File: config.mk
export PLATFORM = sky130hd
export DESIGN_NAME = sfe_sum
export DESIGN_NICKNAME = d
export VERILOG_FILES = /design/src/sv/assert_macros.svh /design/src/sv/sfe_pkg.sv /design/src/sv/sfe_sum.sv
export SDC_FILE = /design/constraint.sdc
export NUM_CORES = 1
export LEC_CHECK = 0
export ABC_AREA = 1
export BUFFER_PORTS_ARGS = -buffer_cell sky130_fd_sc_hd__buf_2
export CAP_MARGIN = 20
export CORE_MARGIN = 5
export CORE_UTILIZATION = 33
export DETAILED_ROUTE_END_ITERATION = 12
export SYNTH_ARGS = -nofsm -noshare
export SYNTH_HDL_FRONTEND = slang
export SYNTH_SLANG_ARGS = --single-unit
File: constraint.sdc
create_clock -name clock -period 3.7 [get_ports clock]
set_input_delay 0.74 -clock clock [delete_from_list [all_inputs] [get_ports clock]]
set_output_delay 0.74 -clock clock [all_outputs]
set_load 0.03 [all_outputs]
File: src/sv/assert_macros.svh
// Assertion macros shared by the RTL of the symmetric FIR block.
// Included by name from the modules that carry concurrent assertions.
`ifndef ASSERT_MACROS_SVH
`define ASSERT_MACROS_SVH

`ifndef ASSERT_OFF

// The property must hold at every rising clock edge outside reset.
`define ASSERT_CLK(label, clk, rst, prop, msg) \
   label: assert property (@(posedge clk) disable iff (rst) (prop)) else $error(msg);

// The expression must never be true at a rising clock edge outside reset.
`define ASSERT_NEVER(label, clk, rst, expr, msg) \
   label: assert property (@(posedge clk) disable iff (rst) !(expr)) else $error(msg);

`else

`define ASSERT_CLK(label, clk, rst, prop, msg)

`define ASSERT_NEVER(label, clk, rst, expr, msg)

`endif

`endif

File: src/sv/sfe_pkg.sv
// Package for the symmetric FIR with edge clamping: payload structs, control
// structs and fixed constants. No dependencies; used by every module of the block.
`timescale 1ns / 1ps
`default_nettype none

package sfe_pkg;

   localparam int SAMPLE_W  = 16;
   localparam int COEF_W    = 16;
   localparam int PRE_W     = SAMPLE_W + 1;
   localparam int PROD_W    = PRE_W + COEF_W;
   localparam int RADIUS_W  = 3;
   localparam int CSR_DATA_W = 16;

   localparam int FRAC_BITS  = 14;
   localparam int ROUND_BIAS = 1 << (FRAC_BITS - 1);
   localparam int SAT_MAX    = 32767;
   localparam int SAT_MIN    = -32768;

   // Register indexes of the configuration port.
   localparam int CSR_RADIUS = 0;
   localparam int CSR_TAP0   = 1;

   localparam logic [RADIUS_W-1:0]      RADIUS_RESET = 3'd1;
   localparam logic signed [COEF_W-1:0] TAP0_RESET   = 16'sh4000;

   // Output queue.
   localparam int OQ_DEPTH = 8;
   localparam int OQ_AW    = 3;
   localparam int OQ_CNT_W = 4;

   typedef struct packed {
      logic signed [SAMPLE_W-1:0] sample;
      logic                       line_end;
   } req_type;

   typedef struct packed {
      logic signed [SAMPLE_W-1:0] filtered;
      logic                       last_of_line;
   } rsp_type;

   typedef struct packed {
      logic load;
      logic shift;
   } win_ctl_type;

   typedef struct packed {
      logic emit;
      logic last;
   } stage_ctl_type;

endpackage

`default_nettype wire

File: src/sv/sfe_sum.sv
// Registered adder tree over the tap products, then rounding away the 14 fraction
// bits of the Q1.14 coefficients and saturation to 16 bits. Depends on sfe_pkg.
`timescale 1ns / 1ps
`default_nettype none

module sfe_sum #(
   parameter int MAX_RADIUS = 6
) (
   input  logic                                 clock,
   input  logic signed [sfe_pkg::PROD_W-1:0]    prod [0:MAX_RADIUS],
   output logic signed [sfe_pkg::SAMPLE_W-1:0]  filtered
);

   localparam int NL    = MAX_RADIUS + 1;
   localparam int NG    = (NL + 3) / 4;
   localparam int GRP_W = sfe_pkg::PROD_W + 2;
   localparam int ACC_W = GRP_W + $clog2(NG) + 1;
   localparam int SW    = sfe_pkg::SAMPLE_W;

   logic signed [sfe_pkg::PROD_W-1:0] prod_pad [0:NG*4-1];
   logic signed [GRP_W-1:0]           grp_in   [0:NG-1];
   logic signed [GRP_W-1:0]           grp_ff   [0:NG-1];
   logic signed [ACC_W-1:0]           acc;
   logic signed [ACC_W-1:0]           shifted;

   genvar gi;
   for (gi = 0; gi < NG*4; gi++) begin : g_pad
      if (gi < NL) begin : g_lane
         assign prod_pad[gi] = prod[gi];
      end else begin : g_zero
         assign prod_pad[gi] = '0;
      end
   end

   always_comb begin
      for (int g = 0; g < NG; g++) begin
         grp_in[g] = GRP_W'(prod_pad[g*4]) + GRP_W'(prod_pad[g*4+1])
                   + GRP_W'(prod_pad[g*4+2]) + GRP_W'(prod_pad[g*4+3]);
      end
   end

   always_ff @(posedge clock) begin
      grp_ff <= grp_in;
   end

   // Round half up, then floor by an arithmetic shift.
   always_comb begin
      acc = ACC_W'(sfe_pkg::ROUND_BIAS);
      for (int g = 0; g < NG; g++) begin
         acc = acc + ACC_W'(grp_ff[g]);
      end
      shifted = acc >>> sfe_pkg::FRAC_BITS;
      if (shifted > ACC_W'(sfe_pkg::SAT_MAX)) begin
         filtered = SW'(sfe_pkg::SAT_MAX);
      end else if (shifted < ACC_W'(sfe_pkg::SAT_MIN)) begin
         filtered = SW'(sfe_pkg::SAT_MIN);
      end else begin
         filtered = shifted[SW-1:0];
      end
   end

endmodule

`default_nettype wire

After elaboration in Yosys (flattened, before gate mapping)
Index checks and enable logic that the tools add are counted.
Widths: inputs -> output; s select.
{"block": "totals", "register_bits": 70, "input_bits": 232, "word_cells": 13, "out_inout_bits": 16}
{"block": "op_classes", "addsub": 7, "n_lt_le_gt_ge": 2, "muxes": 2}
{"operator": "$add 34x33->35", "n": 2}
{"operator": "$add 33x33->34", "n": 2}
{"operator": "$add 36x35->37", "n": 1}
{"operator": "$add 15x35->36 const A", "n": 1}
{"operator": "$add 35x33->35", "n": 1}
{"operator": "$mux 16", "n": 2}
{"operator": "$gt 23x16->1 const B", "n": 1}
{"operator": "$lt 23x16->1 const B", "n": 1}

Logic depth before layout (Yosys ltp)
{"block": "logic_depth", "depth_word": 5, "ltp_mapped": 22, "ltp_nobuf": 21}

Worst setup path before layout
Ideal clock, no wire load.
{"block": "synth_timing", "kind": "input port to flip-flop", "start": "input port prod[100] (netlist bit)", "end": "register grp_ff[56] (netlist bit)", "t_arrival_ns": 3.614, "required_ns": 3.581, "path_slack_ns": -0.033, "cell_stages": 13, "path_cell_list": "fa_1 fa_1 ha_1 inv_1 fa_1 nand3b_1 nand2_1 a21oi_1 o21bai_1 a21boi_0 o21ai_0 a21oi_1 xnor2_1"}
{"element": "start: declaration", "line": "sfe_sum.sv:10", "text": "input logic signed [sfe_pkg::PROD_W-1:0] prod [0:MAX_RADIUS],"}
{"element": "end signal: assignment", "line": "sfe_sum.sv:43", "text": "grp_ff <= grp_in;"}
{"element": "end: declaration", "line": "sfe_sum.sv:22", "text": "logic signed [GRP_W-1:0] grp_ff [0:NG-1];"}

Final worst setup path
{"block": "layout_timing", "start": "register grp_ff[12] (netlist bit)", "end": "output port filtered[12] (netlist bit)"}
{"block": "layout_between", "elab_chain_cells": 4, "elab_cells_between_ends": 5}
{"element": "$add 36x35->37 (*)", "line": "sfe_sum.sv:50", "text": "acc = acc + ACC_W'(grp_ff[g]);"}
{"element": "$lt 23x16->1", "line": "sfe_sum.sv:55", "text": "end else if (shifted < ACC_W'(sfe_pkg::SAT_MIN)) begin"}
{"element": "$mux 16", "line": "sfe_sum.sv:55"}
{"element": "$mux 16 (*)", "line": "sfe_sum.sv:53", "text": "if (shifted > ACC_W'(sfe_pkg::SAT_MAX)) begin"}
{"element": "end: declaration", "line": "sfe_sum.sv:11", "text": "output logic signed [sfe_pkg::SAMPLE_W-1:0] filtered"}
Every way passes the cells marked *; elsewhere a longest branch is shown, timed or not.

==> results.cfg <==
[cells_and_area]
seq_area_sq_um = 1459
largest_register_ffs = 70
finish.utilization_pct = 47.57
top_regs = grp_ff (70)
synthToLayoutAreaGrowth_pct = 43.23
drive_gt1_share_pct = 38.37
fin_nets = 2098
mostFrequentLayoutCell = nand2_1
multi_input_area_sq_um = 9204
num_antenna_cells = 0
fillers = 2833
layout_common_cells = 271 x nand2_1, 232 x buf_2, 138 x inv_1
top_register = grp_ff

[global_routing]
grt_max_degree = 13
gr-usage-met3_pct = 1.502
grt_util_all_layers_pct = 17.33
grt.busiest_layer = met2
grt.overflow.total = 0
use_met1_pct = 22.15
antenna_found_initial = 0
grt_pass1_vias = 9930
use_met2_pct = 32.02
grt_pass1_wl_um = 47110

[min_path]
hold_path.class = input port to register
hold-path-cell-count = 2

[logic_synthesis]
synth_xor_area_share_pct = 6.817
synth_cell_type_count = 35
ys_warn_count = 0
synth-compound-area-share_pct = 12.31
synthCells = 1286
synth-seq-cells = 70
synth_fa_ha_area_share_pct = 38.01
seq_area_frac_synth_pct = 14.35
synth_top_family_by_area = adder cells
synthSimpleGateAreaFrac_pct = 22.55
synth_top_area_share_pct = 20.71
syn_area_per_cell_sq_um = 7.593
yosys.area.top_type = fa_1
synthMuxAreaShare_pct = 0
syn_area_sq_um = 9764
synth.net_count = 1754
synth_top_cells_by_area = fa_1 21%, ha_1 17%, dfxtp_1 14%, nand2_1 13%, a21oi_1 6.2%

[clock_network]
cts.clk_slew.worst_paths_ns = 0.06
htree_levels = 3
cts_tree = yes
cts_hold_buf = 0
numCtsBuffers = 9
cts_root_buf = clkbuf_16
cts.sinks = 70
cts_max_path_buffers = 2

[timing]
worstMarginPinSlew_ns = 0.4424
timing.final.crit_period_ns = 3.619
rsz0062_at_grt = true
drv_slew = 0
hold_viol = 0
finalSetupViolCount = 0
fmax_mhz = 276.3
relSlewSlack_pct = 70.28
fin_crit_sh_pct = 97.81

[floorplan]
die_x_um = 182.0
core_sq_um = 29400
die_area_sq_um = 33130
start_util_pct = 33.21
io_pins = 248
fp-row-count = 63
die_y_um = 182.0

[setup_path]
path_max_fanout = 7
worst_setup_path_end_kind = output port
crit_arrival_ns = 2.88
crit_type = register to output port
startpoint_type = register
worstPathRequired_ns = 2.96

[routing]
viasPerCell = 4.761
ant_nets = 0
routedWlPerCell_um = 15.13
drtPass1Iterations = 5
vias = 9637
drt_iter0_drc = 361
drt-total-wl_um = 30620
drc = 0

[place]
place_hpwl_um = 26110
numPortBuffers = 247
gp_congestion = 0.9308

[run]
maxCapViolCount = 0

[status]
status = completed
-- cell families (layout without fill, tap and decap cells) --
kind of cell | after synthesis | count (layout)
DFF | 70 | 70
adders and majority gates | 236 | 236
xor gates and xnor gates | 76 | 76
and+or+nand+nor | 534 | 536
AOI/OAI and AO/OA | 219 | 219
buffers and inverters | 151 | 497
-- cell usage after synthesis --
cell,n
dfxtp_1,70
a21oi_1,120
nand2_4,1
inv_1,145
o21ai_1,4
nor4_1,6
xnor2_1,28
nand3_1,42
o21ai_0,52
o21a_1,4
nor4_2,2
xor2_1,48
a21boi_0,5
buf_6,2
fa_1,101
nor3_1,18
nand3_2,3
a31oi_1,5
o2111ai_1,2
o211ai_1,7
a22o_1,1
nand2_2,5
nor2_2,7
a21oi_2,1
nand4_1,5
nor3_2,1
nand2_1,347
o21bai_1,8
inv_2,3
nor2_1,94
ha_1,135
clkinv_1,1
nor2_4,1
a21o_1,10
nand3b_1,2
-- stage by stage --
stage	area, sq um	setup TNS [ns]	setup WS, ns	std cells	hold WS, ns
2_1_floorplan	9764	0	0.01468	1286	0.8698
5_1_grt	13990	-0.7491	-0.07257	2024	0.6968
4_1_cts	12890	0	0.0006835	2004	0.6991
3_3_place_gp	11900	-1.120	-0.2369	1979	1.041
6_report	13990	0	0.08106	2024	0.7068
3_5_place_dp	11900	-1.542	-0.2578	1979	1.036
-- critical path: stages (launching register included) --
cell and delay, ns:
dfxtp_1 0.36, ha_4 0.22, ha_4 0.25, a21oi_1 0.20, nand2_1 0.12, nand2_1 0.09, nand2_1 0.07, a21oi_2 0.14
nand2_2 0.08, nand2_1 0.10, nand2_1 0.06, nand2_1 0.07, nand2_2 0.10, nor2_4 0.14, nand3_4 0.14, nand2_4 0.14
nand2_1 0.06, nand2_1 0.08, buf_6 0.13
-- layer usage --
metal,vias to the layer above,share of wire [%]
met2,218,52
met5,-,0
met1,4504,43
met4,0,1.4
met3,27,3.6
li1,4888,-
-- final timing paths --
| check | startpoint | endpoint | slack (ns) |
|---|---|---|---|
| min | prod[198] | grp_ff[35] | 0.71 |
| max | grp_ff[12] | filtered[12] | 0.08 |
-- layout make-up --
cell class | instances | share of cell area [%]
Clock buffer | 10 | 1.709
Multi-Input combinational cell | 1067 | 65.81
Timing Repair Buffer | 333 | 14.13
Clock inverter | 5 | 0.4205
Inverter | 149 | 4.017
Sequential cell | 70 | 10.43
Tap cell | 390 | 3.489
-- repair_timing --
item	CTS	global route
setup endpoints to repair	15	22
cloned	2	0
setup buffers	8	20
endpoints found under the hold margin	0	0
pin swaps	22	62
resized for setup	114	214
Power is not shown: default switching activity piles up to over one toggle a cycle in this logic, so the estimate is an artifact.
