## config.mk

```make
export PLATFORM = sky130hd
export DESIGN_NAME = sfe_outq
export DESIGN_NICKNAME = d
export VERILOG_FILES = /design/src/sv/assert_macros.svh /design/src/sv/sfe_pkg.sv /design/src/sv/sfe_outq.sv
export SDC_FILE = /design/constraint.sdc
export NUM_CORES = 1
export LEC_CHECK = 0
export ABC_AREA = 0
export BUFFER_PORTS_ARGS = -buffer_cell sky130_fd_sc_hd__buf_2
export CORE_MARGIN = 2
export CORE_UTILIZATION = 60
export CTS_BUF_LIST = sky130_fd_sc_hd__clkbuf_8 sky130_fd_sc_hd__clkbuf_16
export DETAILED_ROUTE_END_ITERATION = 10
export PLACE_DENSITY_LB_ADDON = 0.05
export SYNTH_ARGS = -nofsm -noshare
export SYNTH_HDL_FRONTEND = slang
export SYNTH_SLANG_ARGS = --single-unit
export TNS_END_PERCENT = 1
```

## constraint.sdc

```tcl
create_clock -name clock -period 2.95 [get_ports clock]
set_clock_uncertainty 0.05 [all_clocks]
set_input_delay 0 -clock clock [delete_from_list [all_inputs] [get_ports clock]]
set_output_delay 0 -clock clock [all_outputs]
set_load 0.01 [all_outputs]
```

## src/sv/assert_macros.svh

```systemverilog
// Assertion macros shared by the RTL of the symmetric FIR block.
// Included by name from the modules that carry concurrent assertions.
`ifndef ASSERT_MACROS_SVH
`define ASSERT_MACROS_SVH

`ifndef ASSERT_OFF

// The property must hold at every rising clock edge outside reset.
`define ASSERT_CLK(label, clk, rst, prop, msg) \
   label: assert property (@(posedge clk) disable iff (rst) (prop)) else $error(msg);

// The expression must never be true at a rising clock edge outside reset.
`define ASSERT_NEVER(label, clk, rst, expr, msg) \
   label: assert property (@(posedge clk) disable iff (rst) !(expr)) else $error(msg);

`else

`define ASSERT_CLK(label, clk, rst, prop, msg)

`define ASSERT_NEVER(label, clk, rst, expr, msg)

`endif

`endif

```

## src/sv/sfe_pkg.sv

```systemverilog
// Package for the symmetric FIR with edge clamping: payload structs, control
// structs and fixed constants. No dependencies; used by every module of the block.
`timescale 1ns / 1ps
`default_nettype none

package sfe_pkg;

   localparam int SAMPLE_W  = 16;
   localparam int COEF_W    = 16;
   localparam int PRE_W     = SAMPLE_W + 1;
   localparam int PROD_W    = PRE_W + COEF_W;
   localparam int RADIUS_W  = 3;
   localparam int CSR_DATA_W = 16;

   localparam int FRAC_BITS  = 14;
   localparam int ROUND_BIAS = 1 << (FRAC_BITS - 1);
   localparam int SAT_MAX    = 32767;
   localparam int SAT_MIN    = -32768;

   // Register indexes of the configuration port.
   localparam int CSR_RADIUS = 0;
   localparam int CSR_TAP0   = 1;

   localparam logic [RADIUS_W-1:0]      RADIUS_RESET = 3'd1;
   localparam logic signed [COEF_W-1:0] TAP0_RESET   = 16'sh4000;

   // Output queue.
   localparam int OQ_DEPTH = 8;
   localparam int OQ_AW    = 3;
   localparam int OQ_CNT_W = 4;

   typedef struct packed {
      logic signed [SAMPLE_W-1:0] sample;
      logic                       line_end;
   } req_type;

   typedef struct packed {
      logic signed [SAMPLE_W-1:0] filtered;
      logic                       last_of_line;
   } rsp_type;

   typedef struct packed {
      logic load;
      logic shift;
   } win_ctl_type;

   typedef struct packed {
      logic emit;
      logic last;
   } stage_ctl_type;

endpackage

`default_nettype wire

```

## src/sv/sfe_outq.sv

```systemverilog
// Result queue between the filter pipeline and the result channel.
// Depends on sfe_pkg.
`timescale 1ns / 1ps
`default_nettype none

module sfe_outq (
   input  logic              clock,
   input  logic              reset,
   input  logic              push,
   input  sfe_pkg::rsp_type  push_item,
   input  logic              out_stall,
   output logic              out_valid,
   output sfe_pkg::rsp_type  out_item
);

   localparam int AW = sfe_pkg::OQ_AW;
   localparam int CW = sfe_pkg::OQ_CNT_W;

   sfe_pkg::rsp_type queue_ff [0:sfe_pkg::OQ_DEPTH-1];
   logic [AW-1:0]    wr_ptr_ff, wr_ptr_in;
   logic [AW-1:0]    rd_ptr_ff, rd_ptr_in;
   logic [CW-1:0]    count_ff, count_in;
   logic             pop;

   assign out_valid = (count_ff != '0);
   assign pop       = out_valid && !out_stall;
   assign out_item  = queue_ff[rd_ptr_ff];

   always_comb begin
      wr_ptr_in = push ? wr_ptr_ff + AW'(1) : wr_ptr_ff;
      rd_ptr_in = pop  ? rd_ptr_ff + AW'(1) : rd_ptr_ff;
      count_in  = count_ff + CW'(push) - CW'(pop);
   end

   always_ff @(posedge clock) begin
      if (push) begin
         queue_ff[wr_ptr_ff] <= push_item;
      end
   end

   always_ff @(posedge clock) begin
      if (reset) begin
         wr_ptr_ff <= '0;
         rd_ptr_ff <= '0;
         count_ff  <= '0;
      end else begin
         wr_ptr_ff <= wr_ptr_in;
         rd_ptr_ff <= rd_ptr_in;
         count_ff  <= count_in;
      end
   end

endmodule

`default_nettype wire

```

* Yosys cells after proc, flatten, opt, wreduce, memory -nomap -nowiden
Memory sizes are Yosys's and may differ from the RTL's. A register that Yosys moved wholly into a read port is not among the register bits. Index checks and enable logic that the tools add are counted. Widths: inputs -> output; s select.
Cells by class: mux-type cells 4, reductions and logical operators 3, $add $sub $neg 4
Operators by type and width (count):
- $add 3x1->3 const B | 2
- $mux 3 | 2
- $add 4x1->4 | 1
- $reduce_bool 4->1 | 1
- $sub 4x1->4 | 1
- $mux 1 | 2
- $logic_and 1x1->1 | 1
- $logic_not 1->1 | 1
Word-level totals: memories 1, word-level logic and storage cells 15, register bits 10, output and inout port bits 18, input bits 21, bits in writable memories 136
Memory list:
- queue_ff | depth 8, bits a word 17, rd ports 1, clocked after Yosys merged registers in 1, wr ports 1, line sfe_outq.sv:19 | sfe_pkg::rsp_type queue_ff [0:sfe_pkg::OQ_DEPTH-1];

* Depth between registers and ports, before layout
Gate-level depths: netlist of run 1.
depth in word-level cells 4, depth in mapped cells 10, gate-level depth less buffers 10

* Worst setup path before layout of run 1
No wires, ideal clock.
path type reg2reg, start register wr_ptr_ff[2], end memory queue_ff[0][0] in the netlist's numbering, enable pin, arrival 1695 ps, stages on the path, launching flop included 3, slack 792 ps, path buffers 0, data required time 2487 ps, clock period less this slack 2158 ps, library setup time 413 ps, path through dfxtp_1 nand2b_1 nor3_1
RTL lines:
- from (decl) | line sfe_outq.sv:20 | logic [AW-1:0] wr_ptr_ff, wr_ptr_in;
- from (signal assigned) | line sfe_outq.sv:47 | wr_ptr_ff <= wr_ptr_in;
- to (decl) | line sfe_outq.sv:19
No word-level cell before the write port.

==> impl_metrics.json, run 1 <==
{
  "outcome": "finished clean",
  "ir_drop_v": 0.000623,
  "grt-ovfl-total": 0,
  "grt_pass1_wl_um": 15900,
  "required_ns": 2.90,
  "syn-num-nets": 298,
  "crit_path_end_kind": "output port",
  "slowest_stage": "dfxtp_2",
  "wl_per_cell_um": 20.5,
  "min_period_ns": 2.55,
  "layout.nets": 381,
  "placed_area_sq_mm": 0.00629,
  "drv_slew": 0,
  "start_util": 0.625,
  "cpLargestDelayFamily": "multiplexers",
  "cts_root_buf": "clkbuf_8",
  "clkTransAtPathRegs_ns": 0.06,
  "startpoint_type": "flop",
  "core-area_sq_mm": 0.00933,
  "grt.total_usage": 0.216,
  "setup_viol": 0,
  "min_period_over_period": 0.865,
  "drc": 0,
  "tightest_slew_ns": 0.734,
  "clock_latency_ns": 0.51,
  "io_buffer_count": 38,
  "place_inst": 442,
  "cts_buffers": 17,
  "clkSinkCount": 149,
  "hold_viol": 0,
  "fillers": 534,
  "syn2layout_area_growth_pct": 20.9,
  "pre_cts_ws_ns": 0.669,
  "die_h_um": 103,
  "syn_avg_cell_area_sq_um": 21.6,
  "critPathBufInv": 2,
  "drv_cap": 0,
  "power_density_mw_per_mm2": 726,
  "gp_congestion": 0.739,
  "leakage_nw": 2.42,
  "die_area_sq_mm": 0.0105,
  "crit_chain": "buf_4 -> mux4_1 -> mux2_2 -> buf_2",
  "clk_path_buf_depth": 2,
  "wirelength_um": 10200,
  "std_cell_rows": 35,
  "syn_inst": 270,
  "final.setup.tns_ns": 0,
  "layout_commonest_cell": "edfxtp_1",
  "antenna_found_initial": 0,
  "slew_headroom": 0.509,
  "first_pass_iters": 4,
  "dr_total_vias": 2810,
  "cts_htree_levels": 4,
  "mostFrequentLayoutCells": "edfxtp_1, buf_2, mux4_1",
  "ys_types": 28,
  "fin_ws_ns": 0.398,
  "critPathKind": "reg -> out",
  "n_antenna_cell": 0,
  "seq_area_frac_synth": 0.745,
  "synthesis.area_sq_mm": 0.00583,
  "drive_gt1_frac": 0.317,
  "slowest_delay_ns": 0.64,
  "die_w_um": 103,
  "hold_slack_ns": 0.242,
  "min_from": "push_item[12]",
  "cp.arrival_ns": 2.50,
  "pin_count": 39,
  "ys_seq_elements": 149,
  "grt_max_degree": 25,
  "fin_cells": 495,
  "r2r_start": "count_ff[2]",
  "fmax_ghz": 0.392,
  "postCtsSetupBuffers": 0,
  "cts_tree": "built",
  "hp-class": "in -> reg",
  "ys_warn_count": 0,
  "rsz0062_at_grt": "false",
  "drt-initial-drc-count": 104,
  "grt_pass1_vias": 2895,
  "vias_per_cell": 5.68,
  "final_area_sq_mm": 0.00705,
  "worstPathMaxFanout": 15,
  "dpl.hpwl_um": 6000,
  "ant_nets": 0
}
-- cells in the mapped netlist --
cell type | number | area, sq um
edfxtp_1 | 136 | 4080
mux4_1 | 24 | 631
mux2_2 | 17 | 191
dfxtp_1 | 13 | 260
nor2_1 | 12 | 45.0
mux4_2 | 10 | 225
a21oi_1 | 8 | 40.0
ha_1 | 6 | 75.1
inv_1 | 6 | 22.5
nand2b_1 | 5 | 31.3
buf_6 | 4 | 45.0
clkbuf_1 | 4 | 15.0
nand2_1 | 3 | 11.3
nor3_1 | 3 | 15.0
o21ai_0 | 3 | 15.0
clkbuf_2 | 2 | 10.0
or3_1 | 2 | 12.5
xor2_1 | 2 | 17.5
a21o_1 | 1 | 7.51
a31o_2 | 1 | 8.76
buf_1 | 1 | 3.75
fa_1 | 1 | 20.0
mux2i_1 | 1 | 10.0
nand3_1 | 1 | 5.00
nor2b_1 | 1 | 6.26
nor3b_1 | 1 | 7.51
or3b_2 | 1 | 8.76
xnor2_1 | 1 | 8.76
-- final cells by class --
cell class | instances | area, sq um | area share
repair buffers | 75 | 571 | 0.0809
clock buffers | 17 | 414 | 0.0587
flip-flops and latches | 149 | 4350 | 0.616
well taps | 129 | 161 | 0.0229
inverters | 6 | 22.5 | 0.00319
clock inverters | 15 | 134 | 0.0190
multi-input cells | 104 | 1400 | 0.199
-- sequential cells by signal (all words and copies together) (netlist names), named ones only --
register	cells
queue_ff	136
count_ff	4
rd_ptr_ff	3
wr_ptr_ff	3
-- power breakdown --
| part | leakage [nW] | switching, mW | internal, mW |
|---|---|---|---|
| combinational | 0.810 | 0.324 | 0.376 |
| sequential | 1.34 | 0.0654 | 2.39 |
| clock | 0.265 | 0.839 | 1.12 |
| total | 2.42 | 1.23 | 3.89 |
-- path summary, 6_finish.rpt --
check                         end  depth (start not counted)  slack, ns
setup / recovery     out_item[11]                          4       0.40
hold / removal    queue_ff[0][12]                          2       0.24
setup reg to reg      count_ff[2]                         11       0.68
hold reg to reg              flop                          2       0.47
-- layer usage --
| metal | wire (um) | global-route usage | up-vias | part of all wire |
|---|---|---|---|---|
| met5 | 0 | 0 | - | 0 |
| met2 | 5330 | 0.359 | 72 | 0.52 |
| li1 | - | - | 1299 | - |
| met3 | 421 | 0.0468 | 8 | 0.041 |
| met1 | 4320 | 0.287 | 1431 | 0.42 |
| met4 | 100 | 0.0759 | 0 | 0.0098 |
-- cells by family (layout without fill, tap and decap cells) --
logic type / Yosys count / count (layout) / share of synthesized area
DFF: 149 / 149 / 0.745
muxes: 52 / 52 / 0.181
and+or+nand+nor: 29 / 29 / 0.0245
buffers and inverters: 17 / 113 / 0.0165
AOI/OAI and AO/OA: 13 / 13 / 0.0122
adders and majority gates: 7 / 7 / 0.0163
xor gates and xnor gates: 3 / 3 / 0.00451
-- per-stage QoR --
| step | util | power (mW) |
|---|---|---|
| global route | 0.756 | 5.32 |
| finish | 0.756 | 5.12 |
| global placement | 0.675 | 3.16 |
| CTS | 0.756 | 5.15 |
| floorplan | - | 2.95 |
| detailed placement | 0.675 | 3.18 |
-- timing repair --
| action | CTS | global route |
|---|---|---|
| hold endpoints to repair | 149 | 0 |
| hold buffers | 21 | 0 |
| resized for setup | 0 | 0 |
No activity file was read; power rests on OpenSTA's default activity.
==> run 2, diff against run 1 <==
--- a/config.mk
+++ b/config.mk
@@ -12,6 +12,7 @@
 export CTS_BUF_LIST = sky130_fd_sc_hd__clkbuf_8 sky130_fd_sc_hd__clkbuf_16
 export DETAILED_ROUTE_END_ITERATION = 10
 export PLACE_DENSITY_LB_ADDON = 0.05
+export RECOVER_POWER = 25
 export SYNTH_ARGS = -nofsm -noshare
 export SYNTH_HDL_FRONTEND = slang
 export SYNTH_SLANG_ARGS = --single-unit
==> run 2 against run 1 <==
Largest power group unchanged. Die area unchanged. Sequential cell count stayed put. Critical path depth stayed put. Total power is 0.13% higher. Highest routed layer unchanged. Wire length grew 1.1%. Critical endpoint unchanged.
==> impl_metrics.json, run 2 (synthesis results as in run 1) <==
{
  "grt_pass1_wl_um": 15900,
  "crit_path_end_kind": "output port",
  "place_inst": 442,
  "whs_path_depth": 2,
  "cts_root_buf": "clkbuf_8",
  "drv_slew": 0,
  "clk_path_buf_depth": 2,
  "cts_tree": "built",
  "slowest_stage": "dfxtp_2",
  "clkTransAtPathRegs_ns": 0.06,
  "gp_congestion": 0.739,
  "startpoint_type": "flop",
  "layout.nets": 381,
  "cts_resized": 0,
  "wirelength_um": 10300,
  "hp-class": "in -> reg",
  "multiInputGateArea_sq_mm": 0.00140,
  "cp.arrival_ns": 2.50,
  "fmax_ghz": 0.392,
  "io_buffer_count": 38,
  "largest-register": "queue_ff",
  "seqCellArea_sq_mm": 0.00435,
  "slowest_delay_ns": 0.64,
  "ant_nets": 0,
  "die_h_um": 103,
  "reg2reg_depth": 11,
  "slew_headroom": 0.508,
  "cts_buffers": 17,
  "outcome": "finished clean",
  "drv_cap": 0,
  "crit_chain": "buf_4 -> mux4_1 -> mux2_2 -> buf_2",
  "die_area_sq_mm": 0.0105,
  "largest_reg_flops": 136,
  "tightest_slew_ns": 0.735,
  "grt-ovfl-total": 0,
  "die_w_um": 103,
  "final.setup.tns_ns": 0,
  "antenna_found_initial": 0,
  "syn2layout_area_growth_pct": 20.6,
  "layout_commonest_cell": "edfxtp_1",
  "drive_gt1_frac": 0.287,
  "dr_total_vias": 2820,
  "critPathKind": "reg -> out",
  "fillers": 538,
  "n_antenna_cell": 0,
  "setup_viol": 0,
  "worstPathMaxFanout": 15,
  "core-area_sq_mm": 0.00933,
  "dpl.hpwl_um": 6000,
  "std_cell_rows": 35,
  "ir_drop_v": 0.000623,
  "leakage_nw": 2.39,
  "mostFrequentLayoutCells": "edfxtp_1, buf_2, mux4_1",
  "rsz0062_at_grt": "false",
  "start_util": 0.625,
  "grt_pass1_vias": 2895,
  "clkSinkCount": 149,
  "drc": 0,
  "postCtsSetupBuffers": 0,
  "pin_count": 39,
  "clock_latency_ns": 0.51,
  "required_ns": 2.90,
  "hold_viol": 0,
  "min_period_ns": 2.55,
  "cts_htree_levels": 4,
  "reg_top3": "queue_ff x136, count_ff x4",
  "wl_per_cell_um": 20.8,
  "grt.total_usage": 0.216,
  "fin_cells": 495,
  "grt_max_degree": 25,
  "first_pass_iters": 4,
  "power_density_mw_per_mm2": 728,
  "vias_per_cell": 5.70,
  "drt-initial-drc-count": 116,
  "min_period_over_period": 0.865,
  "cts_hold_buf": 21
}
[run 2: through the flow]
| stage | setup slack, ns | hold slack [ns] | util | total power [mW] | instance area [sq um] |
|---|---|---|---|---|---|
| after floorplan | 0.792 | 0.0191 | - | 2.95 | 5830 |
| after global placement | 0.761 | 0.213 | 0.675 | 3.16 | 6290 |
| after detailed placement | 0.669 | 0.219 | 0.675 | 3.18 | 6290 |
| after CTS | 0.345 | 0.225 | 0.756 | 5.15 | 7050 |
| after global routing | 0.293 | 0.281 | 0.754 | 5.32 | 7040 |
| final | 0.399 | 0.266 | 0.754 | 5.12 | 7040 |
[run 2: worst max-delay path: cells and delay by family (launching register included)]
| kind | cells | cell delay, ns |
|---|---|---|
| buffers and inverters | 2 | 0.46 |
| DFF | 1 | 0.64 |
| muxes | 2 | 0.88 |
[run 2: power by group]
part | switching (mW) | internal (mW)
sequential | 0.0658 | 2.39
clock | 0.845 | 1.12
combinational | 0.326 | 0.374
total | 1.24 | 3.89
[run 2: path summary, 6_finish.rpt]
| path | start | to | slack, ns |
|---|---|---|---|
| setup / recovery | flop | out_item[11] | 0.40 |
| hold / removal | push_item[10] | queue_ff[5][10] | 0.27 |
| setup reg to reg | count_ff[2] | count_ff[2] | 0.68 |
| hold reg to reg | rd_ptr_ff[1] | flop | 0.47 |
[run 2: per-layer routing]
metal	up-vias	GRT usage	part of all wire	wire, um
li1	1292	-	-	-
met1	1451	0.287	0.43	4470
met2	65	0.359	0.52	5310
met3	12	0.0468	0.035	361
met4	0	0.0759	0.014	146
met5	-	0	0	0
[run 2: area by class of cell]
type                    count  area share
flip-flops and latches    149       0.618
inverters                   6     0.00320
well taps                 129      0.0229
multi-input cells         104       0.199
repair buffers             75      0.0791
clock buffers              17      0.0589
clock inverters            15      0.0190
