<file path="config.mk">
export PLATFORM = sky130hd
export DESIGN_NAME = sfe_cell
export DESIGN_NICKNAME = d
export VERILOG_FILES = /design/src/sv/assert_macros.svh /design/src/sv/sfe_pkg.sv /design/src/sv/sfe_cell.sv
export SDC_FILE = /design/constraint.sdc
export NUM_CORES = 1
export LEC_CHECK = 0
export ABC_AREA = 1
export BUFFER_PORTS_ARGS = -buffer_cell sky130_fd_sc_hd__buf_2
export CORE_MARGIN = 2
export CORE_UTILIZATION = 30
export DETAILED_ROUTE_END_ITERATION = 12
export PLACE_DENSITY_LB_ADDON = 0.3
export SLEW_MARGIN = 20
export SYNTH_ARGS = -nofsm -noshare
export SYNTH_HDL_FRONTEND = slang
export SYNTH_SLANG_ARGS = --single-unit
</file>
<file path="constraint.sdc">
create_clock -name clock -period 1.6 [get_ports clock]
set_input_delay 0.08 -clock clock [delete_from_list [all_inputs] [get_ports clock]]
set_output_delay 0.08 -clock clock [all_outputs]
set_load 0.02 [all_outputs]
</file>
<file path="src/sv/assert_macros.svh">
// Assertion macros shared by the RTL of the symmetric FIR block.
// Included by name from the modules that carry concurrent assertions.
`ifndef ASSERT_MACROS_SVH
`define ASSERT_MACROS_SVH

`ifndef ASSERT_OFF

// The property must hold at every rising clock edge outside reset.
`define ASSERT_CLK(label, clk, rst, prop, msg) \
   label: assert property (@(posedge clk) disable iff (rst) (prop)) else $error(msg);

// The expression must never be true at a rising clock edge outside reset.
`define ASSERT_NEVER(label, clk, rst, expr, msg) \
   label: assert property (@(posedge clk) disable iff (rst) !(expr)) else $error(msg);

`else

`define ASSERT_CLK(label, clk, rst, prop, msg)

`define ASSERT_NEVER(label, clk, rst, expr, msg)

`endif

`endif

</file>
<file path="src/sv/sfe_pkg.sv">
// Package for the symmetric FIR with edge clamping: payload structs, control
// structs and fixed constants. No dependencies; used by every module of the block.
`timescale 1ns / 1ps
`default_nettype none

package sfe_pkg;

   localparam int SAMPLE_W  = 16;
   localparam int COEF_W    = 16;
   localparam int PRE_W     = SAMPLE_W + 1;
   localparam int PROD_W    = PRE_W + COEF_W;
   localparam int RADIUS_W  = 3;
   localparam int CSR_DATA_W = 16;

   localparam int FRAC_BITS  = 14;
   localparam int ROUND_BIAS = 1 << (FRAC_BITS - 1);
   localparam int SAT_MAX    = 32767;
   localparam int SAT_MIN    = -32768;

   // Register indexes of the configuration port.
   localparam int CSR_RADIUS = 0;
   localparam int CSR_TAP0   = 1;

   localparam logic [RADIUS_W-1:0]      RADIUS_RESET = 3'd1;
   localparam logic signed [COEF_W-1:0] TAP0_RESET   = 16'sh4000;

   // Output queue.
   localparam int OQ_DEPTH = 8;
   localparam int OQ_AW    = 3;
   localparam int OQ_CNT_W = 4;

   typedef struct packed {
      logic signed [SAMPLE_W-1:0] sample;
      logic                       line_end;
   } req_type;

   typedef struct packed {
      logic signed [SAMPLE_W-1:0] filtered;
      logic                       last_of_line;
   } rsp_type;

   typedef struct packed {
      logic load;
      logic shift;
   } win_ctl_type;

   typedef struct packed {
      logic emit;
      logic last;
   } stage_ctl_type;

endpackage

`default_nettype wire

</file>
<file path="src/sv/sfe_cell.sv">
// One cell of the sample window: holds one sample, loads it or takes the
// neighbor's sample. Depends on sfe_pkg.
`timescale 1ns / 1ps
`default_nettype none

module sfe_cell (
   input  logic                                 clock,
   input  sfe_pkg::win_ctl_type                 ctl,
   input  logic signed [sfe_pkg::SAMPLE_W-1:0]  load_sample,
   input  logic signed [sfe_pkg::SAMPLE_W-1:0]  prev_sample,
   output logic signed [sfe_pkg::SAMPLE_W-1:0]  sample
);

   logic signed [sfe_pkg::SAMPLE_W-1:0] sample_ff;
   logic signed [sfe_pkg::SAMPLE_W-1:0] sample_in;

   always_comb begin
      sample_in = sample_ff;
      if (ctl.load) begin
         sample_in = load_sample;
      end else if (ctl.shift) begin
         sample_in = prev_sample;
      end
   end

   always_ff @(posedge clock) begin
      sample_ff <= sample_in;
   end

   assign sample = sample_ff;

endmodule

`default_nettype wire

</file>
-- Word level (Yosys, flattened, before mapping)
Cells that the tools add are included.
- add/sub/neg operators: 0
- multipliers: 0
- divide/modulo/power cells: 0
- order comparisons: 0
- eq/ne operators: 0
- shift operators: 0
- muxes and demuxes: 2
- bitwise gates (word level): 0
- reduce and logical (&&, ||, !) cells: 1
- operators with widths (cell ; count):
    $mux 16 ; 2
    $reduce_bool 2->1 ; 1
- register bits after elaboration: 16
- latch bits: 0
- bits in writable memories: 0
- bits in read-only memories: 0
- bits of input ports: 35
- output and inout bits: 16
- memories kept: 0

-- Depth between registers and ports, before layout
Gate-level depths: netlist of the first run.
- depth after elaboration: 2
- gate-level depth with buffers: 5

-- Worst setup path after synthesis of the first run
OpenSTA, ideal clock, no wires.
- path type: input port to flip-flop
- start point: input port ctl[1] (netlist bit)
- end point: register sample_ff, in the netlist sample[0] (enable)
- arrival: 0.619 ns
- path slack: 0.609 ns
- stages on the path: 2
- buffers on the path: 1
- path through: buf_6 -> or2_1
- longest elaborated chain between the ends: 1
- RTL lines (element ; line ; source):
    start, declared ; sfe_cell.sv:8 ; input sfe_pkg::win_ctl_type ctl,
    $reduce_bool 2->1 (no line) ; - ;
    end signal, assigned ; sfe_cell.sv:27 ; sample_ff <= sample_in;
    end, declared ; sfe_cell.sv:14 ; logic signed [sfe_pkg::SAMPLE_W-1:0] sample_ff;
No other way between the ends.
A chain may end at the register's enable or synchronous reset.

-- Final worst setup path of the first run
- start point: register sample_ff, in the netlist sample[8]
- end point: output port sample[8] (netlist bit)
- RTL lines (element ; line ; source):
    end, declared ; sfe_cell.sv:11 ; output logic signed [sfe_pkg::SAMPLE_W-1:0] sample
No word-level cell between the ends.

==> flow_summary_export.csv, run 1 <==
group,metric,value,unit
timing,post-route-period-util,56.6,%
logic_synthesis,post_synthesis_cell_area,731,um2
logic_synthesis,post-synth-top-area-cell,"sky130_fd_sc_hd__edfxtp_1",
cells_and_area,design.final.nets,157,
logic_synthesis,yosys.area.top_type_share,65.8,%
pwr,ir_drop,0.364,mV
routing,post_drt_wl_per_cell,10.2,um
pwr,combinationalPowerShare,21.6,%
floorplanning,chipWidth,53.4,um
clocking,cts_setup_buffers,0,
clocking,cts_repair_resize_count,0,
clocking,numCtsBuffers,3,
timing,grt_setup_unrepaired,"false",
critical_path,critical_path_peak_fanout,1,
logic_synthesis,synth.area.top_cells,"sky130_fd_sc_hd__edfxtp_1 (66%), sky130_fd_sc_hd__nand2_1 (22%), sky130_fd_sc_hd__nand2_2 (4.3%), sky130_fd_sc_hd__buf_6 (3.1%), sky130_fd_sc_hd__buf_12 (2.7%)",
global_route,first_pass_grt_wire_length,2250,um
logic_synthesis,synth_nets,104,
logic_synthesis,yosysSeqAreaShare,65.8,%
global_route,track_usage,11.4,%
critical_path,crit_family,"flip-flops",
clocking,clock-root-buffer,"sky130_fd_sc_hd__clkbuf_4",
critical_path,timing.critical_path.cells,"buf_2",
floorplanning,core.rowCount,17,
cells_and_area,flow.area_growth_from_synthesis,37.3,%
critical_path,worst_path_largest_cell_delay,380,ps
hold_path,whs_endpoint,"sample[5]$_DFFE_PP_",
timing,report.final.hold_viol_count,0,
timing,maxClockFrequency,1100,MHz
hold_path,min-delay-start,"load_sample[5]",
hold_path,holdPathStages,3,
routing,drt-total-wl,1500,um
pwr,p_clk_share,21.6,%
routing,number_of_vias_in_the_routed_layout,613,
timing,final_max_slew_viol_count,0,
cells_and_area,layout.cells.most_common_list,"sky130_fd_sc_hd__buf_2 (50), sky130_fd_sc_hd__nand2_1 (43), sky130_fd_sc_hd__edfxtp_1 (16)",
cells_and_area,drive_gt1_share,50.0,%
cells_and_area,fillers,245,
clocking,cts_tree,"built",
pwr,leakagePower,0.530,nW
place,post_dp_cell_area,981,um2
cells_and_area,mostFrequentLayoutCell,"sky130_fd_sc_hd__buf_2",
global_route,antenna_found_initial,0,
global_route,global_route.overflow_total,0,
routing,drtIter0Drc,6,
logic_synthesis,synthesis.instances,69,
timing,finalSetupTns,0,ps
global_route,grt_max_degree,19,
timing,timing_worst_slew_pin_value,352,ps
critical_path,setup.worst_path.class,"flip-flop to output port",
run,max_cap_violations,0,
logic_synthesis,count_of_different_cell_masters_after_synthesis,7,
timing,setup_viol_count_final,0,
hold_path,hold_path_class,"input pin to flip-flop",
clocking,clk_path_buf_depth,2,
critical_path,crit_arrival,830,ps
floorplanning,core,2250,um2
place,dpl.hpwl,1160,um
critical_path,cp_slowest_cell,"sky130_fd_sc_hd__edfxtp_1",
floorplanning,die-area,2850,um2
floorplanning,y_dimension_of_the_die,53.4,um
place,routabilityCongestion,0.612,
critical_path,worstSetupStartpointType,"flip-flop",
pwr,power.share.sequential,56.8,%
floorplanning,initial_standard_cell_utilization_of_the_core,32.4,%
pwr,p_per_area,920,nW/um2
pwr,switchingPower,0.000245,W
place,port_buffers,50,
logic_synthesis,synth_seq_cells,16,
routing,avgViaCountPerCell,4.14,
critical_path,cp_data_required_time,1520,ps
cells_and_area,largest_reg_flops,16,
cells_and_area,ff_latch_area,480,um2
routing,drt_pass1_iterations,4,
routing,antenna_violating_nets_post_route,0,
cells_and_area,final_std_cell_area_no_fill,1000,um2
global_route,number_of_global_route_vias_before_repair,581,
clocking,cts_htree_levels,1,
pwr,p_sw_share,26.6,%
floorplanning,design.portCount,51,
timing,post-route-min-period,906,ps
routing,drc,0,
pwr,internal_portion_of_total_power,0.000677,W
critical_path,timing.critical_path.to_type,"output port",
cells_and_area,antenna-diode-count,0,
status,outcome,"complete, no violations",
clocking,postCtsHoldBufs,0,
cells_and_area,multiInputGateArea,199,um2
clocking,numClockSinks,16,
critical_path,crit_buf_inv,1,
clocking,cts.reportedPaths.clkPinSlew,90,ps
logic_synthesis,synthesis.area_per_instance,10.6,um2
logic_synthesis,warning_count_from_the_yosys_run,0,
timing,slew-limit-headroom,76.6,%
[routing by layer]
| layer | share of wire (%) | global-route usage, % | vias to the layer above |
|---|---|---|---|
| met5 | 0 | 0 | - |
| met4 | 1.8 | 8.97 | 0 |
| met3 | 5.9 | 1.13 | 2 |
| met2 | 58 | 21.2 | 22 |
| met1 | 34 | 11.2 | 268 |
| li1 | - | - | 321 |
[worst max path at each step]
stage                                    from                   to  depth (start not counted)
after floorplan                        ctl[1]  sample[0]$_DFFE_PP_                          2
after global placement                 ctl[1]  sample[7]$_DFFE_PP_                          3
after detailed placement               ctl[1]  sample[7]$_DFFE_PP_                          3
after CTS                 sample[8]$_DFFE_PP_            sample[8]                          1
after global routing      sample[8]$_DFFE_PP_            sample[8]                          1
final                     sample[8]$_DFFE_PP_            sample[8]                          1
[cell families after synthesis]
logic type / count (synthesis) / share of synthesized area, %
and+or+nand+nor: 49 / 27.2
buffers and inverters: 4 / 7.02
DFF: 16 / 65.8
[cells in the mapped netlist (all sizes together)]
| cell | instances |
|---|---|
| nand2 | 48 |
| or2 | 1 |
| buf | 3 |
| edfxtp | 16 |
| inv | 1 |
[power by group through the flow]
stage | logic, W | registers [W] | clock network, W
after global placement | 0.000199 | 0.000534 | 0
after CTS | 0.000202 | 0.000526 | 0.000208
after detailed placement | 0.000201 | 0.000536 | 0
after floorplan | 0.0000568 | 0.000597 | 0
final | 0.000199 | 0.000524 | 0.000199
after global routing | 0.000219 | 0.000528 | 0.000226
[area by class of cell]
| type | instances | share of cell area (%) |
|---|---|---|
| timing repair buffer | 51 | 25.7 |
| inverter | 1 | 0.873 |
| tap | 28 | 3.49 |
| sequential | 16 | 47.9 |
| multi-input combinational | 49 | 19.8 |
| clock buffer | 3 | 2.24 |
[through the flow]
step,utilization (%),cells,setup WS [ps],power (W),hold slack [ps]
floorplan,-,69,609,0.000654,253
global placement,43.5,145,520,0.000733,349
detailed placement,43.5,145,508,0.000737,352
CTS,44.5,148,670,0.000936,56.3
global route,44.5,148,651,0.000974,66.0
finish,44.5,148,694,0.000923,70.6
No activity file was read; power rests on OpenSTA's default activity.
==> inputs of run 2 (changes only) <==
==> constraint.sdc (replaced) <==
create_clock -name clock -period 0.8 [get_ports clock]
set_input_delay 0.04 -clock clock [delete_from_list [all_inputs] [get_ports clock]]
set_output_delay 0.04 -clock clock [all_outputs]
set_load 0.02 [all_outputs]
==> flow_summary_export.csv, run 2 (synthesis gave the netlist of run 1 again) <==
group,metric,value,unit
floorplanning,chipWidth,53.4,um
cells_and_area,mostFrequentLayoutCell,"sky130_fd_sc_hd__nand2_1",
critical_path,cp_slowest_cell,"sky130_fd_sc_hd__edfxtp_1",
floorplanning,core.rowCount,17,
critical_path,worstSetupStartpointType,"flip-flop",
routing,met2RoutedLength,760,um
clocking,cts_setup_buffers,0,
floorplanning,initial_standard_cell_utilization_of_the_core,32.4,%
hold_path,hold_path_class,"input pin to flip-flop",
timing,post-route-period-util,110,%
cells_and_area,antenna-diode-count,0,
timing,timing.final.ws_setup,-79.2,ps
critical_path,crit_arrival,840,ps
critical_path,crit_family,"flip-flops",
clocking,cts.reportedPaths.clkPinSlew,90,ps
place,port_buffers,50,
floorplanning,die-area,2850,um2
clocking,postCtsHoldBufs,0,
clocking,numClockSinks,16,
cells_and_area,design.final.nets,157,
timing,final_max_slew_viol_count,0,
pwr,leakagePower,0.554,nW
clocking,numCtsBuffers,3,
pwr,p_clk_share,21.5,%
pwr,p_per_area,1810,nW/um2
pwr,combinationalPowerShare,23.6,%
critical_path,timing.critical_path.to_type,"output port",
cells_and_area,drive_gt1_share,50.4,%
cells_and_area,final_core_util,47.6,%
timing,slew-limit-headroom,86.1,%
timing,timing_worst_slew_pin_value,209,ps
routing,drc,0,
hold_path,min-delay-start,"prev_sample[14]",
pwr,p_sw_share,26.5,%
critical_path,critical_path_peak_fanout,1,
critical_path,cp_data_required_time,760,ps
routing,drt-total-wl,1500,um
status,outcome,"complete, but fails checks",
floorplanning,core,2250,um2
routing,antenna_violating_nets_post_route,0,
place,dpl.hpwl,1160,um
critical_path,setup.worst_path.class,"flip-flop to output port",
clocking,cts_tree,"built",
global_route,global_route.overflow_total,0,
clocking,cts_htree_levels,1,
routing,number_of_vias_in_the_routed_layout,609,
cells_and_area,layout.cells.most_common_list,"sky130_fd_sc_hd__nand2_1 (43), sky130_fd_sc_hd__buf_2 (42), sky130_fd_sc_hd__edfxtp_1 (16)",
critical_path,crit_buf_inv,1,
routing,drtIter0Drc,7,
cells_and_area,largest_reg_flops,16,
place,dpl.cell_count,145,
routing,drt_pass1_iterations,3,
global_route,antenna_found_initial,0,
cells_and_area,stdcell_count,149,
floorplanning,y_dimension_of_the_die,53.4,um
cells_and_area,fillers,225,
cells_and_area,ff_latch_area,480,um2
clocking,clock-root-buffer,"sky130_fd_sc_hd__clkbuf_4",
critical_path,timing.critical_path.cells,"buf_2",
status,violations,"setup timing",
global_route,track_usage,10.7,%
run,max_cap_violations,0,
clocking,clk_path_buf_depth,2,
pwr,switchingPower,0.000513,W
timing,post-route-min-period,879,ps
pwr,power.share.sequential,54.8,%
floorplanning,design.portCount,51,
cells_and_area,multiInputGateArea,201,um2
timing,maxClockFrequency,1140,MHz
pwr,ir_drop,1.02,mV
cells_and_area,flow.area_growth_from_synthesis,46.7,%
global_route,grt_max_degree,18,
routing,met1Wirelength,595,um
routing,top_layer,"met4",
pwr,internal_portion_of_total_power,0.00142,W
global_route,number_of_global_route_vias_before_repair,545,
global_route,first_pass_grt_wire_length,2130,um
routing,met3_length,120,um
timing,setup_viol_count_final,16,
place,routabilityCongestion,0.587,
hold_path,whs_endpoint,"sample[14]$_DFFE_PP_",
timing,grt_setup_unrepaired,"true",
timing,finalSetupTns,-853,ps
critical_path,worst_path_largest_cell_delay,390,ps
timing,report.final.hold_viol_count,0,
routing,avgViaCountPerCell,4.09,
routing,post_drt_wl_per_cell,10.0,um
hold_path,holdPathStages,3,
run 2: changes by cell type in the layout (fill, tap and decap cells not counted), sizes merged:
| cell | delta |
|---|---|
| clkinv | +1 |
run 2: cell type report:
cell class / instances / share of cell area [%]
inverter: 1 / 0.817
sequential: 16 / 44.8
timing repair buffer: 51 / 29.9
tap: 28 / 3.27
clock inverter: 1 / 0.350
multi-input combinational: 49 / 18.8
clock buffer: 3 / 2.10
run 2: worst max-delay path by stage:
stage | start | end | slack, ps | cells past startpoint
floorplan | ctl[1] | sample[0]$_DFFE_PP_ | 50 | 2
global placement | ctl[1] | sample[10]$_DFFE_PP_ | 30 | 2
detailed placement | ctl[1] | sample[10]$_DFFE_PP_ | 30 | 2
CTS | sample[1]$_DFFE_PP_ | sample[1] | -90 | 1
global route | sample[14]$_DFFE_PP_ | sample[14] | -100 | 1
finish | sample[5]$_DFFE_PP_ | sample[5] | -80 | 1
run 2: layer usage:
metal  vias to the layer above  global-route usage, %
met1                       255                   12.3
met5                         -                      0
met3                         2                   1.69
met2                        28                   18.3
li1                        324                      -
met4                         0                   6.41
run 2: per-stage QoR:
step	hold WS (ps)	worst slack [ps]	cell area [um2]	total power (W)
floorplan	213	52.8	733	0.00131
CTS	9.91	-89.7	1020	0.00190
global route	18.7	-103	1070	0.00204
finish	14.6	-79.2	1070	0.00194
global placement	311	26.9	996	0.00148
detailed placement	310	25.6	996	0.00149
run 2: power by group through the flow:
| stage | sequential (W) | combinational, W | clock, W |
|---|---|---|---|
| floorplan | 0.00119 | 0.000116 | 0 |
| global placement | 0.00107 | 0.000409 | 0 |
| detailed placement | 0.00107 | 0.000415 | 0 |
| CTS | 0.00105 | 0.000416 | 0.000435 |
| global route | 0.00107 | 0.000500 | 0.000469 |
| finish | 0.00106 | 0.000458 | 0.000417 |
run 2: timing repair:
action,in CTS,in global routing
endpoints found under the hold margin,0,0
endpoints found under the setup margin,16,16
resized for setup,0,16
